==> src/rtl/core/rtcmdf_pkg.sv <==
// ----------------------------------------------------------------------------
// rtcmdf_pkg
// Shared types, constants and the CRC-24Q byte update for the RTCM3 deframer.
// ----------------------------------------------------------------------------
package rtcmdf_pkg;

  localparam int unsigned LenW   = 11;
  localparam int unsigned CrcW   = 24;
  localparam int unsigned MaxFrame = 1029;

  localparam logic [7:0]      Preamble     = 8'hD3;
  localparam logic [7:0]      ReservedMask = 8'hFC;
  localparam logic [CrcW-1:0] CrcPoly      = 24'h864CFB;
  localparam logic [LenW-1:0] LimitReset   = LenW'(MaxFrame);
  localparam logic [LenW-1:0] HeaderTrail  = LenW'(6);
  localparam logic [LenW-1:0] MinLimit     = LenW'(3);

  typedef enum logic [1:0] {
    ST_NONE      = 2'd0,
    ST_VALID     = 2'd1,
    ST_CRC_ERROR = 2'd2,
    ST_TOO_LARGE = 2'd3
  } status_t;

  typedef enum logic [3:0] {
    PH_WAIT   = 4'b0001,
    PH_LEN_HI = 4'b0010,
    PH_LEN_LO = 4'b0100,
    PH_BODY   = 4'b1000
  } phase_t;

  typedef struct packed {
    logic [7:0]      frame_byte;
    logic            in_frame;
    logic [LenW-1:0] byte_position;
    status_t         status;
    logic [LenW-1:0] frame_length;
  } result_t;

  function automatic logic [CrcW-1:0] crc_add_byte(input logic [CrcW-1:0] crc,
                                                   input logic [7:0] b);
    logic [CrcW-1:0] c;
    c = crc ^ {b, 16'h0000};
    for (int k = 0; k < 8; k++) begin
      if (c[CrcW-1]) begin
        c = {c[CrcW-2:0], 1'b0} ^ CrcPoly;
      end else begin
        c = {c[CrcW-2:0], 1'b0};
      end
    end
    return c;
  endfunction

endpackage

==> src/rtl/core/rtcmdf_if.sv <==
// ----------------------------------------------------------------------------
// rtcmdf_if
// Valid/ready channels for received bytes and deframer results.
// ----------------------------------------------------------------------------
interface rtcmdf_in_if;
  logic       valid;
  logic       ready;
  logic [7:0] data_byte;

  modport source (output valid, output data_byte, input ready);
  modport sink   (input valid, input data_byte, output ready);
endinterface

interface rtcmdf_out_if;
  logic                         valid;
  logic                         ready;
  logic [7:0]                   frame_byte;
  logic                         in_frame;
  logic [rtcmdf_pkg::LenW-1:0]  byte_position;
  logic [1:0]                   status;
  logic [rtcmdf_pkg::LenW-1:0]  frame_length;

  modport source (output valid, output frame_byte, output in_frame, output byte_position,
                  output status, output frame_length, input ready);
  modport sink   (input valid, input frame_byte, input in_frame, input byte_position,
                  input status, input frame_length, output ready);
endinterface

==> src/rtl/core/rtcm3_frame_deframer_crc24q_top.sv <==
// ----------------------------------------------------------------------------
// rtcm3_frame_deframer_crc24q_top
// RTCM3 frame finder with on-the-fly CRC-24Q check.
// ----------------------------------------------------------------------------
// One received byte per request, one result per request. The block takes a
// byte every clock cycle while its result register is empty or being drained;
// each result appears in the cycle after its byte is accepted. The frame state
// and the eight-bit CRC-24Q update sit in combinational logic ahead of the
// result register. Write cfg_wdata with cfg_we high to set the frame limit
// (reset 1029) while the block is idle.
module rtcm3_frame_deframer_crc24q_top #(
  parameter int unsigned MaxFrame = rtcmdf_pkg::MaxFrame
) (
  input  logic                        clk,
  input  logic                        rst_n,
  input  logic                        cfg_we,
  input  logic [rtcmdf_pkg::LenW-1:0] cfg_wdata,
  rtcmdf_in_if.sink                   in_port,
  rtcmdf_out_if.source                out_port
);

  rtcmdf_pkg::result_t res;
  rtcmdf_pkg::result_t out_res;
  logic                can_load;
  logic                take;

  assign in_port.ready = can_load;
  assign take          = in_port.valid && can_load;

  rtcmdf_parser #(
    .MaxFrame (MaxFrame)
  ) u_parser (
    .clk       (clk),
    .rst_n     (rst_n),
    .cfg_we    (cfg_we),
    .cfg_wdata (cfg_wdata),
    .take      (take),
    .data_byte (in_port.data_byte),
    .res       (res)
  );

  rtcmdf_out_stage u_out (
    .clk       (clk),
    .rst_n     (rst_n),
    .load      (take),
    .res       (res),
    .out_ready (out_port.ready),
    .out_valid (out_port.valid),
    .can_load  (can_load),
    .out_res   (out_res)
  );

  assign out_port.frame_byte    = out_res.frame_byte;
  assign out_port.in_frame      = out_res.in_frame;
  assign out_port.byte_position = out_res.byte_position;
  assign out_port.status        = out_res.status;
  assign out_port.frame_length  = out_res.frame_length;

endmodule

==> src/rtl/core/rtcmdf_parser.sv <==
// ----------------------------------------------------------------------------
// rtcmdf_parser
// Frame state, running CRC and per-byte result, one byte per cycle while take is high.
// ----------------------------------------------------------------------------
module rtcmdf_parser #(
  parameter int unsigned MaxFrame = rtcmdf_pkg::MaxFrame
) (
  input  logic                        clk,
  input  logic                        rst_n,
  input  logic                        cfg_we,
  input  logic [rtcmdf_pkg::LenW-1:0] cfg_wdata,
  input  logic                        take,
  input  logic [7:0]                  data_byte,
  output rtcmdf_pkg::result_t         res
);

  localparam int unsigned LW = rtcmdf_pkg::LenW;
  localparam int unsigned CW = rtcmdf_pkg::CrcW;
  localparam logic [LW-1:0] FrameCap = LW'(MaxFrame);

  rtcmdf_pkg::phase_t phase_r, phase_nxt;
  logic [LW-1:0] limit_r;
  logic [LW-1:0] taken_r, taken_nxt;
  logic [LW-1:0] total_r, total_nxt;
  logic [CW-1:0] crc_r, crc_nxt;
  logic [CW-1:0] trail_r, trail_nxt;

  logic [LW-1:0] limit_eff;
  logic [LW-1:0] len_total;
  logic [LW-1:0] pos_inc;
  logic [CW-1:0] crc_upd;

  assign limit_eff = (limit_r < FrameCap) ? limit_r : FrameCap;
  assign len_total = {1'b0, total_r[9:8], data_byte} + rtcmdf_pkg::HeaderTrail;
  assign pos_inc   = taken_r + LW'(1);
  assign crc_upd   = rtcmdf_pkg::crc_add_byte(crc_r, data_byte);

  always_comb begin
    phase_nxt = phase_r;
    taken_nxt = taken_r;
    total_nxt = total_r;
    crc_nxt   = crc_r;
    trail_nxt = trail_r;
    res.frame_byte    = data_byte;
    res.in_frame      = 1'b0;
    res.byte_position = '0;
    res.status        = rtcmdf_pkg::ST_NONE;
    res.frame_length  = '0;
    case (phase_r)
      rtcmdf_pkg::PH_WAIT: begin
        if (data_byte == rtcmdf_pkg::Preamble) begin
          if (limit_eff < rtcmdf_pkg::MinLimit) begin
            res.status = rtcmdf_pkg::ST_TOO_LARGE;
          end else begin
            res.in_frame = 1'b1;
            crc_nxt   = rtcmdf_pkg::crc_add_byte('0, data_byte);
            trail_nxt = '0;
            taken_nxt = LW'(1);
            phase_nxt = rtcmdf_pkg::PH_LEN_HI;
          end
        end
      end
      rtcmdf_pkg::PH_LEN_HI: begin
        res.in_frame      = 1'b1;
        res.byte_position = LW'(1);
        if ((data_byte & rtcmdf_pkg::ReservedMask) != 8'h00) begin
          phase_nxt = rtcmdf_pkg::PH_WAIT;
          taken_nxt = '0;
          total_nxt = '0;
          crc_nxt   = '0;
          trail_nxt = '0;
        end else begin
          crc_nxt   = crc_upd;
          total_nxt = {1'b0, data_byte[1:0], 8'h00};
          taken_nxt = LW'(2);
          phase_nxt = rtcmdf_pkg::PH_LEN_LO;
        end
      end
      rtcmdf_pkg::PH_LEN_LO: begin
        res.in_frame      = 1'b1;
        res.byte_position = LW'(2);
        if (len_total > limit_eff) begin
          res.status = rtcmdf_pkg::ST_TOO_LARGE;
          phase_nxt = rtcmdf_pkg::PH_WAIT;
          taken_nxt = '0;
          total_nxt = '0;
          crc_nxt   = '0;
          trail_nxt = '0;
        end else begin
          crc_nxt   = crc_upd;
          total_nxt = len_total;
          taken_nxt = LW'(3);
          phase_nxt = rtcmdf_pkg::PH_BODY;
        end
      end
      rtcmdf_pkg::PH_BODY: begin
        res.in_frame      = 1'b1;
        res.byte_position = taken_r;
        if ((taken_r + LW'(3)) < total_r) begin
          crc_nxt = crc_upd;
        end else begin
          trail_nxt = {trail_r[CW-9:0], data_byte};
        end
        taken_nxt = pos_inc;
        if (pos_inc >= total_r) begin
          res.status       = (crc_r == trail_nxt) ? rtcmdf_pkg::ST_VALID
                                                  : rtcmdf_pkg::ST_CRC_ERROR;
          res.frame_length = total_r;
          phase_nxt = rtcmdf_pkg::PH_WAIT;
          taken_nxt = '0;
          total_nxt = '0;
          crc_nxt   = '0;
          trail_nxt = '0;
        end
      end
      default: begin
        phase_nxt = rtcmdf_pkg::PH_WAIT;
        taken_nxt = '0;
        total_nxt = '0;
        crc_nxt   = '0;
        trail_nxt = '0;
      end
    endcase
  end

  always_ff @(posedge clk) begin
    if (!rst_n) begin
      phase_r <= rtcmdf_pkg::PH_WAIT;
      limit_r <= rtcmdf_pkg::LimitReset;
      taken_r <= '0;
      total_r <= '0;
      crc_r   <= '0;
      trail_r <= '0;
    end else begin
      if (cfg_we) begin
        limit_r <= cfg_wdata;
      end
      if (take) begin
        phase_r <= phase_nxt;
        taken_r <= taken_nxt;
        total_r <= total_nxt;
        crc_r   <= crc_nxt;
        trail_r <= trail_nxt;
      end
    end
  end

endmodule

==> src/rtl/core/rtcmdf_out_stage.sv <==
// ----------------------------------------------------------------------------
// rtcmdf_out_stage
// Result register; takes a new result whenever it is empty or being drained.
// ----------------------------------------------------------------------------
module rtcmdf_out_stage (
  input  logic                clk,
  input  logic                rst_n,
  input  logic                load,
  input  rtcmdf_pkg::result_t res,
  input  logic                out_ready,
  output logic                out_valid,
  output logic                can_load,
  output rtcmdf_pkg::result_t out_res
);

  logic                valid_r;
  rtcmdf_pkg::result_t res_r;

  assign can_load  = !valid_r || out_ready;
  assign out_valid = valid_r;
  assign out_res   = res_r;

  always_ff @(posedge clk) begin
    if (!rst_n) begin
      valid_r <= 1'b0;
    end else if (load) begin
      valid_r <= 1'b1;
    end else if (out_ready) begin
      valid_r <= 1'b0;
    end
  end

  always_ff @(posedge clk) begin
    if (load) begin
      res_r <= res;
    end
  end

endmodule

==> src/flat_wrapper.sv <==
// flat-port wrapper written by rule: the top's interface ports become plain ports
module rtcm3_frame_deframer_crc24q_top_flat 
#(
  parameter int unsigned MaxFrame = rtcmdf_pkg::MaxFrame
)
  (clk, rst_n, cfg_we, cfg_wdata, in_port_valid, in_port_data_byte, in_port_ready, out_port_valid, out_port_frame_byte, out_port_in_frame, out_port_byte_position, out_port_status, out_port_frame_length, out_port_ready);
  rtcmdf_in_if in_port_i ();
  rtcmdf_out_if out_port_i ();
  input  logic clk;
  input  logic rst_n;
  input  logic cfg_we;
  input  logic [rtcmdf_pkg::LenW-1:0] cfg_wdata;
  input wire logic [$bits(in_port_i.valid)-1:0] in_port_valid;
  input wire logic [$bits(in_port_i.data_byte)-1:0] in_port_data_byte;
  output wire logic [$bits(in_port_i.ready)-1:0] in_port_ready;
  output wire logic [$bits(out_port_i.valid)-1:0] out_port_valid;
  output wire logic [$bits(out_port_i.frame_byte)-1:0] out_port_frame_byte;
  output wire logic [$bits(out_port_i.in_frame)-1:0] out_port_in_frame;
  output wire logic [$bits(out_port_i.byte_position)-1:0] out_port_byte_position;
  output wire logic [$bits(out_port_i.status)-1:0] out_port_status;
  output wire logic [$bits(out_port_i.frame_length)-1:0] out_port_frame_length;
  input wire logic [$bits(out_port_i.ready)-1:0] out_port_ready;
  assign in_port_i.valid = in_port_valid;
  assign in_port_i.data_byte = in_port_data_byte;
  assign in_port_ready = in_port_i.ready;
  assign out_port_valid = out_port_i.valid;
  assign out_port_frame_byte = out_port_i.frame_byte;
  assign out_port_in_frame = out_port_i.in_frame;
  assign out_port_byte_position = out_port_i.byte_position;
  assign out_port_status = out_port_i.status;
  assign out_port_frame_length = out_port_i.frame_length;
  assign out_port_i.ready = out_port_ready;
  rtcm3_frame_deframer_crc24q_top #(.MaxFrame(MaxFrame)) u_core (.clk(clk), .rst_n(rst_n), .cfg_we(cfg_we), .cfg_wdata(cfg_wdata), .in_port(in_port_i), .out_port(out_port_i));
endmodule
==> config.mk <==
export PLATFORM = sky130hd
export DESIGN_NAME = rtcm3_frame_deframer_crc24q_top_flat
export DESIGN_NICKNAME = d
export VERILOG_FILES = /design/src/rtl/core/rtcmdf_pkg.sv /design/src/rtl/core/rtcmdf_if.sv /design/src/rtl/core/rtcm3_frame_deframer_crc24q_top.sv /design/src/rtl/core/rtcmdf_parser.sv /design/src/rtl/core/rtcmdf_out_stage.sv /design/src/flat_wrapper.sv
export SDC_FILE = /design/constraint.sdc
export NUM_CORES = 1
export LEC_CHECK = 0
export BUFFER_PORTS_ARGS = -buffer_cell sky130_fd_sc_hd__buf_4
export CORE_UTILIZATION = 51
export DETAILED_ROUTE_END_ITERATION = 7
export PLACE_DENSITY = 0.7
export SYNTH_ARGS = -nofsm -noshare
export SYNTH_HDL_FRONTEND = slang
export SYNTH_SLANG_ARGS = --single-unit
==> constraint.sdc <==
create_clock -name clk -period 7.04 [get_ports clk]
set_input_delay 0.704 -clock clk [delete_from_list [all_inputs] [get_ports clk]]
set_output_delay 0.704 -clock clk [all_outputs]
set_load 0.03 [all_outputs]
==> out/metrics.cfg, run 1 <==
[status]
status = complete, no violations

[cts]
cts_tree = yes
cts-hold-fix-buffers = 0
cts-root-buf = clkbuf_16
post_cts_buffers = 0
clkTransAtPathRegs_ns = 0.06
cts_sinks = 119
cts_buffer_depth = 2
cts_inserted_buffers = 17
cts_resized = 0
insertion_delay_ns = 0.42
htree_levels = 4

[drt]
viasPerCell = 5.84
dr.pass1.iters = 5
wl_um = 18800
num_vias = 5931
antenna_left = 0
drc = 0
wl_per_cell_um = 18.5
drt_iter0_markers = 463

[placement]
portBuffers = 58
placed_cells = 984
postPlaceCellArea_sq_um = 7870
dp_hpwl_um = 13600
gp_congestion = 0.914

[synth]
synth-edff-count = 33
mappedNetlistArea_sq_um = 7410
yosys_warnings = 0
ys_seq_area_share_pct = 36.6
synth_cell_type_count = 67
synthTopCellsByCount = 86 x dfxtp_1, 71 x xnor2_1, 56 x nor2_1
yosysTopAreaCell = dfxtp_1
yosysMostFrequentCell = dfxtp_1
async_reset_ff_share_pct = 0
yosys-top-cells-area = dfxtp_1 23%, edfxtp_1 13%, xnor2_1 8.4%
ys.flop_type = dfxtp_1
yosysTopAreaCellShare_pct = 23.2
syn_avg_cell_area_sq_um = 9.30
netlist_instances = 797
ys_ff_latch = 119
synth_fp_nets = 858

[job]
cap_violations = 0

[global_route]
grt_usage_pct = 26.7
grt_overflow = 0
grt_max_degree = 88
grt_pass1_vias = 5725
grt_pass1_wl_um = 30100
antenna_found_initial = 0

[sta]
finalHoldViolCount = 0
skew_ns = 0.00715
tightestPinTransition_ns = 1.26
drv_slew = 0
relSlewSlack_pct = 15.6
setup_violations = 0
fmax_mhz = 249
rsz0062_at_grt = no
finalSetupTns_ns = 0
hold_ws_ns = 0.450
period_needed_ns = 4.02
min_period_over_period_pct = 57.1

[power_and_ir_drop]
p_leak_nw = 3.31
swShare_pct = 27.7
switching_power_w = 0.000588
power_density_nw_per_um2 = 249
totalPowerFinal_w = 0.00212
power_frac_comb_pct = 21.0
clkPwrFrac_pct = 43.1
intPower_w = 0.00153
seqPwrFrac_pct = 35.9
vdd_ir_drop_max_mv = 0.172

[final_layout]
areaGrowthSynthToFinish_pct = 14.7
seqCellArea_sq_um = 2710
num_antenna_cells = 0
fill_cells = 1213
drive_above_1_share_pct = 13.8
fin_cells = 1016
multi_input_area_sq_um = 4300
finalInstanceArea_sq_um = 8500
nets = 884

[floorplanning]
core_area_sq_um = 14000
io_pins = 59
design.die.area_sq_um = 15000
start_util_pct = 52.8
dieWidth_um = 123
rows = 43
dieHeight_um = 123

[worst_setup_path]
cp.arrival_ns = 4.37
r2r_setup_slack_ns = 3.02
worstSetupPathType = flip-flop to flip-flop
critPathLaunchType = flip-flop
cp_max_fo = 24
cp-end-kind = flip-flop
required_ns = 7.39

[hold_path]
hp-class = flip-flop to flip-flop

[routing by layer]
layer / vias up / routed length (um) / share of wire [%] / global-route usage (%)
met2: 163 / 9120 / 48 / 44.7
met4: 0 / 418 / 2.2 / 9.68
li1: 2868 / - / - / -
met3: 31 / 833 / 4.4 / 5.20
met5: - / 0 / 0 / 0
met1: 2869 / 8460 / 45 / 33.9
[worst paths after layout]
path | startpoint | to | cells after the start
max | u_core.u_parser.taken_r[0]$_SDFFE_PN0P_ | u_core.u_parser.trail_r[20]$_SDFFE_PN0P_ | 12
min | u_core.u_parser.total_r[5]$_SDFFE_PN0P_ | u_core.u_parser.total_r[5]$_SDFFE_PN0P_ | 2
max reg2reg | u_core.u_parser.taken_r[0]$_SDFFE_PN0P_ | u_core.u_parser.trail_r[20]$_SDFFE_PN0P_ | 12
min reg2reg | u_core.u_parser.total_r[5]$_SDFFE_PN0P_ | u_core.u_parser.total_r[5]$_SDFFE_PN0P_ | 2
[stage by stage]
stage,setup slack (ns),utilization [%]
2_1_floorplan,3.26,-
3_3_place_gp,3.02,56.0
3_5_place_dp,2.86,56.0
4_1_cts,3.00,60.6
5_1_grt,2.64,60.6
6_report,3.02,60.6
[worst max-delay path, stage by stage (launching register included)]
cell	delay (ns)
dfxtp_1	0.45
ha_1	0.23
and3_1	0.22
nand3_1	0.18
xnor2_1	0.25
ha_1	0.28
a211o_1	0.26
a21oi_1	0.17
a221oi_1	0.13
a211oi_2	0.54
and4_1	0.88
a22oi_1	0.21
nor2b_1	0.13
[placed cells by master, fill, tap and decap left out, types with 7 or more instances in the layout]
master	instances
mux2i_1	16
o22ai_1	13
a21oi_1	19
nor2b_1	48
a221oi_1	9
nand2_1	48
xor2_1	42
xnor2_1	71
buf_4	62
nand4_1	12
nor3_1	8
clkbuf_16	20
o21ai_0	16
o221a_1	11
a22oi_1	34
edfxtp_1	33
a21o_1	7
a21boi_1	9
and2_1	11
ha_1	37
nand3_1	23
dfxtp_1	86
inv_1	40
nor2_1	56
[registers in the layout, indices dropped and copies added, names as in the netlist]
register and count:
u_core.u_out.out_res 33, u_core.u_out.out_valid 1, u_core.u_parser.crc_r 24, u_core.u_parser.limit_r 11, u_core.u_parser.phase_r 4, u_core.u_parser.taken_r 11
u_core.u_parser.total_r 11, u_core.u_parser.trail_r 24
[area by class of cell]
cell class / instances / area share (%)
Tap cell: 180 / 2.65
Sequential cell: 119 / 31.9
Clock inverter: 9 / 1.27
Multi-Input combinational cell: 580 / 50.6
Inverter: 43 / 1.90
Clock buffer: 23 / 6.25
Timing Repair Buffer: 62 / 5.47
[power groups by stage]
stage,clock (W),combinational (W),sequential [W]
after floorplan,0,0.000339,0.000779
after global routing,0.000957,0.000484,0.000764
after global placement,0,0.000436,0.000774
final,0.000915,0.000446,0.000761
after CTS,0.000928,0.000446,0.000761
after detailed placement,0,0.000443,0.000775
[cell families after synthesis]
kind of cell | Yosys count | share of synthesized area [%]
compound gates | 171 | 17.4
buf+inv | 98 | 5.38
fa+ha+maj | 37 | 6.25
xor+xnor | 124 | 16.4
simple gates | 231 | 15.7
mux | 17 | 2.31
flops | 119 | 36.6
Power figures use the tool's default switching activity.
==> inputs of run 2 (changes only) <==
==> constraint.sdc (replaced) <==
create_clock -name clk -period 4.1 [get_ports clk]
set_input_delay 0.41 -clock clk [delete_from_list [all_inputs] [get_ports clk]]
set_output_delay 0.41 -clock clk [all_outputs]
set_load 0.03 [all_outputs]
==> out/metrics.cfg, run 2 (same netlist as run 1, synthesis figures left out) <==
[status]
status = complete, no violations

[placement]
gp_congestion = 0.982
postPlaceCellArea_sq_um = 7900
portBuffers = 58
dp_hpwl_um = 13700

[drt]
num_vias = 5985
drc = 0
dr.pass1.iters = 6
wl_per_cell_um = 18.8
viasPerCell = 5.85
antenna_left = 0
drt_iter0_markers = 449
wl_um = 19200

[cts]
clkTransAtPathRegs_ns = 0.06
cts_sinks = 119
insertion_delay_ns = 0.42
cts_inserted_buffers = 17
cts-root-buf = clkbuf_16
htree_levels = 4
cts_tree = yes
cts_buffer_depth = 2

[job]
cap_violations = 0

[power_and_ir_drop]
totalPowerFinal_w = 0.00352
intPower_w = 0.00250
swShare_pct = 29.0
clkPwrFrac_pct = 40.3
power_frac_comb_pct = 22.6
switching_power_w = 0.00102
seqPwrFrac_pct = 37.2
vdd_ir_drop_max_mv = 0.306
power_density_nw_per_um2 = 414
p_leak_nw = 3.31

[floorplanning]
io_pins = 59
design.die.area_sq_um = 15000
start_util_pct = 52.8
dieHeight_um = 123
dieWidth_um = 123
core_area_sq_um = 14000
rows = 43

[final_layout]
num_antenna_cells = 0
multi_input_area_sq_um = 4330
largest_register_ffs = 33
finalInstanceArea_sq_um = 8510
mostFrequentLayoutCell = dfxtp_1
nets = 891
mostFrequentLayoutCells = 86 x dfxtp_1, 71 x xnor2_1, 68 x buf_4
finalCoreUtilization_pct = 60.6
seqCellArea_sq_um = 2710
drive_above_1_share_pct = 14.6
areaGrowthSynthToFinish_pct = 14.8
fill_cells = 1258

[sta]
tightestPinTransition_ns = 1.01
skew_ns = 0.00618
fmax_mhz = 263
relSlewSlack_pct = 32.7
finalSetupTns_ns = 0
finalHoldViolCount = 0
setup_violations = 0
rsz0062_at_grt = no
period_needed_ns = 3.80
min_period_over_period_pct = 92.7
drv_slew = 0

[worst_setup_path]
critPathLaunchType = flip-flop
cp_max_fo = 7
cp.arrival_ns = 3.97
crit_start = u_core.u_parser.taken_r[0]$_SDFFE_PN0P_
cp-end-kind = flip-flop
rr_startpoint = u_core.u_parser.taken_r[0]$_SDFFE_PN0P_
required_ns = 4.27
worstSetupPathType = flip-flop to flip-flop

[global_route]
use_met1_pct = 34.7
grt_use_met2_pct = 42.1
grt_pass1_vias = 5759
met3_usage_pct = 6.09
grt_usage_pct = 27.0
grt_pass1_wl_um = 30400
grt_max_degree = 88
busiest_layer = met2
grt_overflow = 0
antenna_found_initial = 0

[hold_path]
hp-class = input port to flip-flop
min_from = cfg_wdata[2]

## run 2: cell types whose count changed in the layout (fill, tap and decap cells not counted), moves of 2 or more
cell	change
clkbuf_16	-3
clkbuf_8	-2
buf_4	+6
clkinv_2	+3
a21oi_4	+2
## run 2: routing by layer
metal,up-vias,wire length (um)
li1,2873,-
met1,2860,8420
met2,204,8920
met3,48,1030
met4,0,827
met5,-,0
## run 2: path summary, 6_finish.rpt
check	to	slack, ns	cells after the start
setup reg to reg	u_core.u_out.out_res[12]$_DFFE_PP_	0.30	15
setup / recovery	u_core.u_out.out_res[12]$_DFFE_PP_	0.30	15
hold reg to reg	u_core.u_parser.total_r[10]$_SDFFE_PN0P_	0.45	2
hold / removal	u_core.u_parser.limit_r[2]$_SDFFE_PN1P_	0.21	3
## run 2: critical path: stages (launching register included)
cell and delay [ns]:
dfxtp_1 0.44, inv_1 0.11, ha_1 0.24, nor2_1 0.20, nand3_1 0.18, nor2_1 0.17
xor2_1 0.17, ha_1 0.26, a21o_1 0.15, a21o_1 0.18, nor2_1 0.25, a21oi_4 0.14
mux2i_1 0.15, a22o_1 0.24, a2111o_1 0.46, a21o_1 0.20
## run 2: stage by stage
stage	instances	hold WS, ns	worst slack (ns)
2_1_floorplan	797	0.431	0.610
3_3_place_gp	988	0.441	0.235
3_5_place_dp	988	0.445	0.129
4_1_cts	1020	0.192	0.0982
5_1_grt	1023	0.198	0.0502
6_report	1023	0.209	0.301
## run 2: power by group through the flow
stage | combinational (W) | sequential [W] | clock (W)
2_1_floorplan | 0.000583 | 0.00134 | 0
3_3_place_gp | 0.000753 | 0.00133 | 0
3_5_place_dp | 0.000764 | 0.00133 | 0
4_1_cts | 0.000772 | 0.00131 | 0.00144
5_1_grt | 0.000858 | 0.00131 | 0.00150
6_report | 0.000795 | 0.00131 | 0.00142
## run 2: cell type report
| class | instances | area share, % |
|---|---|---|
| multi-input cells | 581 | 50.9 |
| flip-flops and latches | 119 | 31.9 |
| well taps | 180 | 2.65 |
| clock buffers | 18 | 5.05 |
| clock inverters | 14 | 1.57 |
| inverters | 43 | 1.90 |
| repair buffers | 68 | 6.00 |
## run 2: repair_timing
item / CTS / global route
endpoints found under the setup margin: 0 / 7
hold buffers: 0 / 0
resized for setup: 0 / 4
setup buffers: 0 / 2
==> inputs of run 3 (changes only) <==
--- a/config.mk
+++ b/config.mk
@@ -8,7 +8,7 @@
 export BUFFER_PORTS_ARGS = -buffer_cell sky130_fd_sc_hd__buf_4
 export CORE_UTILIZATION = 51
 export DETAILED_ROUTE_END_ITERATION = 7
-export PLACE_DENSITY = 0.7
+export PLACE_DENSITY = 0.67
 export SYNTH_ARGS = -nofsm -noshare
 export SYNTH_HDL_FRONTEND = slang
 export SYNTH_SLANG_ARGS = --single-unit
==> out/metrics.cfg, run 3 (same netlist as run 1, synthesis figures left out) <==
[status]
status = complete, no violations

[placement]
placed_cells = 990
dp_hpwl_um = 14300
gp_congestion = 0.897
postPlaceCellArea_sq_um = 7910
portBuffers = 58
place_ws_ns = 0.127

[final_layout]
areaGrowthSynthToFinish_pct = 15.2
finalCoreUtilization_pct = 60.8
mostFrequentLayoutCell = dfxtp_1
fill_cells = 1214
nets = 890
finalInstanceArea_sq_um = 8540
seqCellArea_sq_um = 2710
multi_input_area_sq_um = 4310
num_antenna_cells = 0
largest_register_ffs = 33
mostFrequentLayoutCells = 86 x dfxtp_1, 71 x xnor2_1, 68 x buf_4
fin_cells = 1022
drive_above_1_share_pct = 14.5

[floorplanning]
rows = 43
io_pins = 59
start_util_pct = 52.8
dieWidth_um = 123
design.die.area_sq_um = 15000
core_area_sq_um = 14000
dieHeight_um = 123

[drt]
viasPerCell = 5.80
dr.pass1.iters = 8
wl_um = 19600
drt_iter0_markers = 471
wl_per_cell_um = 19.1
drc = 0
antenna_left = 0
num_vias = 5929

[cts]
cts_buffer_depth = 2
htree_levels = 4
cts_sinks = 119
cts_tree = yes
insertion_delay_ns = 0.41
clkTransAtPathRegs_ns = 0.06
cts-root-buf = clkbuf_16
cts_resized = 0
cts_inserted_buffers = 17
post_cts_buffers = 0
cts-hold-fix-buffers = 0

[worst_setup_path]
rr_startpoint = u_core.u_parser.taken_r[0]$_SDFFE_PN0P_
r2r_setup_slack_ns = 0.22
cp.arrival_ns = 4.05
cp_num_buf_inv = 1
crit_slowest_cell = a2111o_1
cp-end-kind = flip-flop
crit_path_cell_trace = inv_1, ha_1, nor2_1, nand3_1, nor2_1, xor2_1, ha_1, nand3_1, a21oi_1, o21ai_1, a21oi_4, mux2_2, a2111o_1, a21o_1
cp_max_fo = 10
required_ns = 4.27
worstSetupPathType = flip-flop to flip-flop
slowest_delay_ns = 0.45
critPathLaunchType = flip-flop
crit_family = compound AO/OA/AOI/OAI gates
r2r_cells = 14
r2r-end = u_core.u_out.out_res[12]$_DFFE_PP_

[global_route]
antenna_found_initial = 0
grt_pass1_vias = 5897
grt_overflow = 0
grt_pass1_wl_um = 31200
grt_usage_pct = 27.7
grt_max_degree = 88

[power_and_ir_drop]
clkPwrFrac_pct = 43.0
swShare_pct = 27.9
vdd_ir_drop_max_mv = 0.293
p_leak_nw = 3.34
power_density_nw_per_um2 = 428
intPower_w = 0.00264
power_frac_comb_pct = 21.2
switching_power_w = 0.00102
seqPwrFrac_pct = 35.8

[hold_path]
worstHoldPathCells = 3
min_from = cfg_wdata[2]
hp-class = input port to flip-flop
hold_end = u_core.u_parser.limit_r[2]$_SDFFE_PN1P_

[sta]
hold_ws_ns = 0.216
fin_ws_ns = 0.215
fmax_mhz = 257
relSlewSlack_pct = 25.4
rsz0062_at_grt = yes
period_needed_ns = 3.88
finalHoldViolCount = 0
skew_ns = 0.00657
min_period_over_period_pct = 94.8
tightestPinTransition_ns = 1.11
drv_slew = 0
setup_violations = 0

[job]
cap_violations = 0

==> run 3: area by class of cell <==
class / instances / share of cell area (%)
multi-input combinational: 580 / 50.4
clock inverter: 12 / 2.07
inverter: 43 / 1.89
timing repair buffer: 68 / 5.98
sequential: 119 / 31.8
clock buffer: 20 / 5.23
tap: 180 / 2.64
==> run 3: worst max path at each step <==
stage,from,to,cells past startpoint,slack (ns)
after floorplan,in_port_data_byte[4],u_core.u_parser.trail_r[23]$_SDFFE_PN0P_,14,0.61
after global placement,u_core.u_parser.taken_r[0]$_SDFFE_PN0P_,u_core.u_out.out_res[12]$_DFFE_PP_,14,0.22
after detailed placement,u_core.u_parser.taken_r[0]$_SDFFE_PN0P_,u_core.u_out.out_res[12]$_DFFE_PP_,14,0.13
after CTS,u_core.u_parser.taken_r[0]$_SDFFE_PN0P_,u_core.u_out.out_res[12]$_DFFE_PP_,14,0.12
after global routing,u_core.u_parser.taken_r[0]$_SDFFE_PN0P_,u_core.u_parser.total_r[7]$_SDFFE_PN0P_,13,-0.008
final,u_core.u_parser.taken_r[0]$_SDFFE_PN0P_,u_core.u_out.out_res[12]$_DFFE_PP_,14,0.22
==> run 3: per-stage QoR <==
step | power (W) | TNS (ns)
5_1_grt | 0.00379 | -0.0111
6_report | 0.00365 | 0
2_1_floorplan | 0.00192 | 0
3_3_place_gp | 0.00208 | 0
4_1_cts | 0.00367 | 0
3_5_place_dp | 0.00209 | 0
==> run 3: per-layer routing <==
metal / vias up / GRT usage [%] / wire [um]
li1: 2878 / - / -
met5: - / 0 / 0
met3: 42 / 4.79 / 774
met2: 172 / 47.7 / 9640
met4: 0 / 12.7 / 581
met1: 2837 / 33.5 / 8560
==> run 3: tightest hold or removal path, stage by stage <==
cell and delay (ns):
buf_4 0.08, mux2i_1 0.06, nand2_1 0.06
==> run 3: power by group through the flow <==
stage	logic [W]	clock network [W]	registers, W
after global routing	0.000836	0.00164	0.00131
final	0.000776	0.00157	0.00131
after detailed placement	0.000763	0	0.00133
after global placement	0.000754	0	0.00133
after CTS	0.000770	0.00159	0.00131
after floorplan	0.000583	0	0.00134
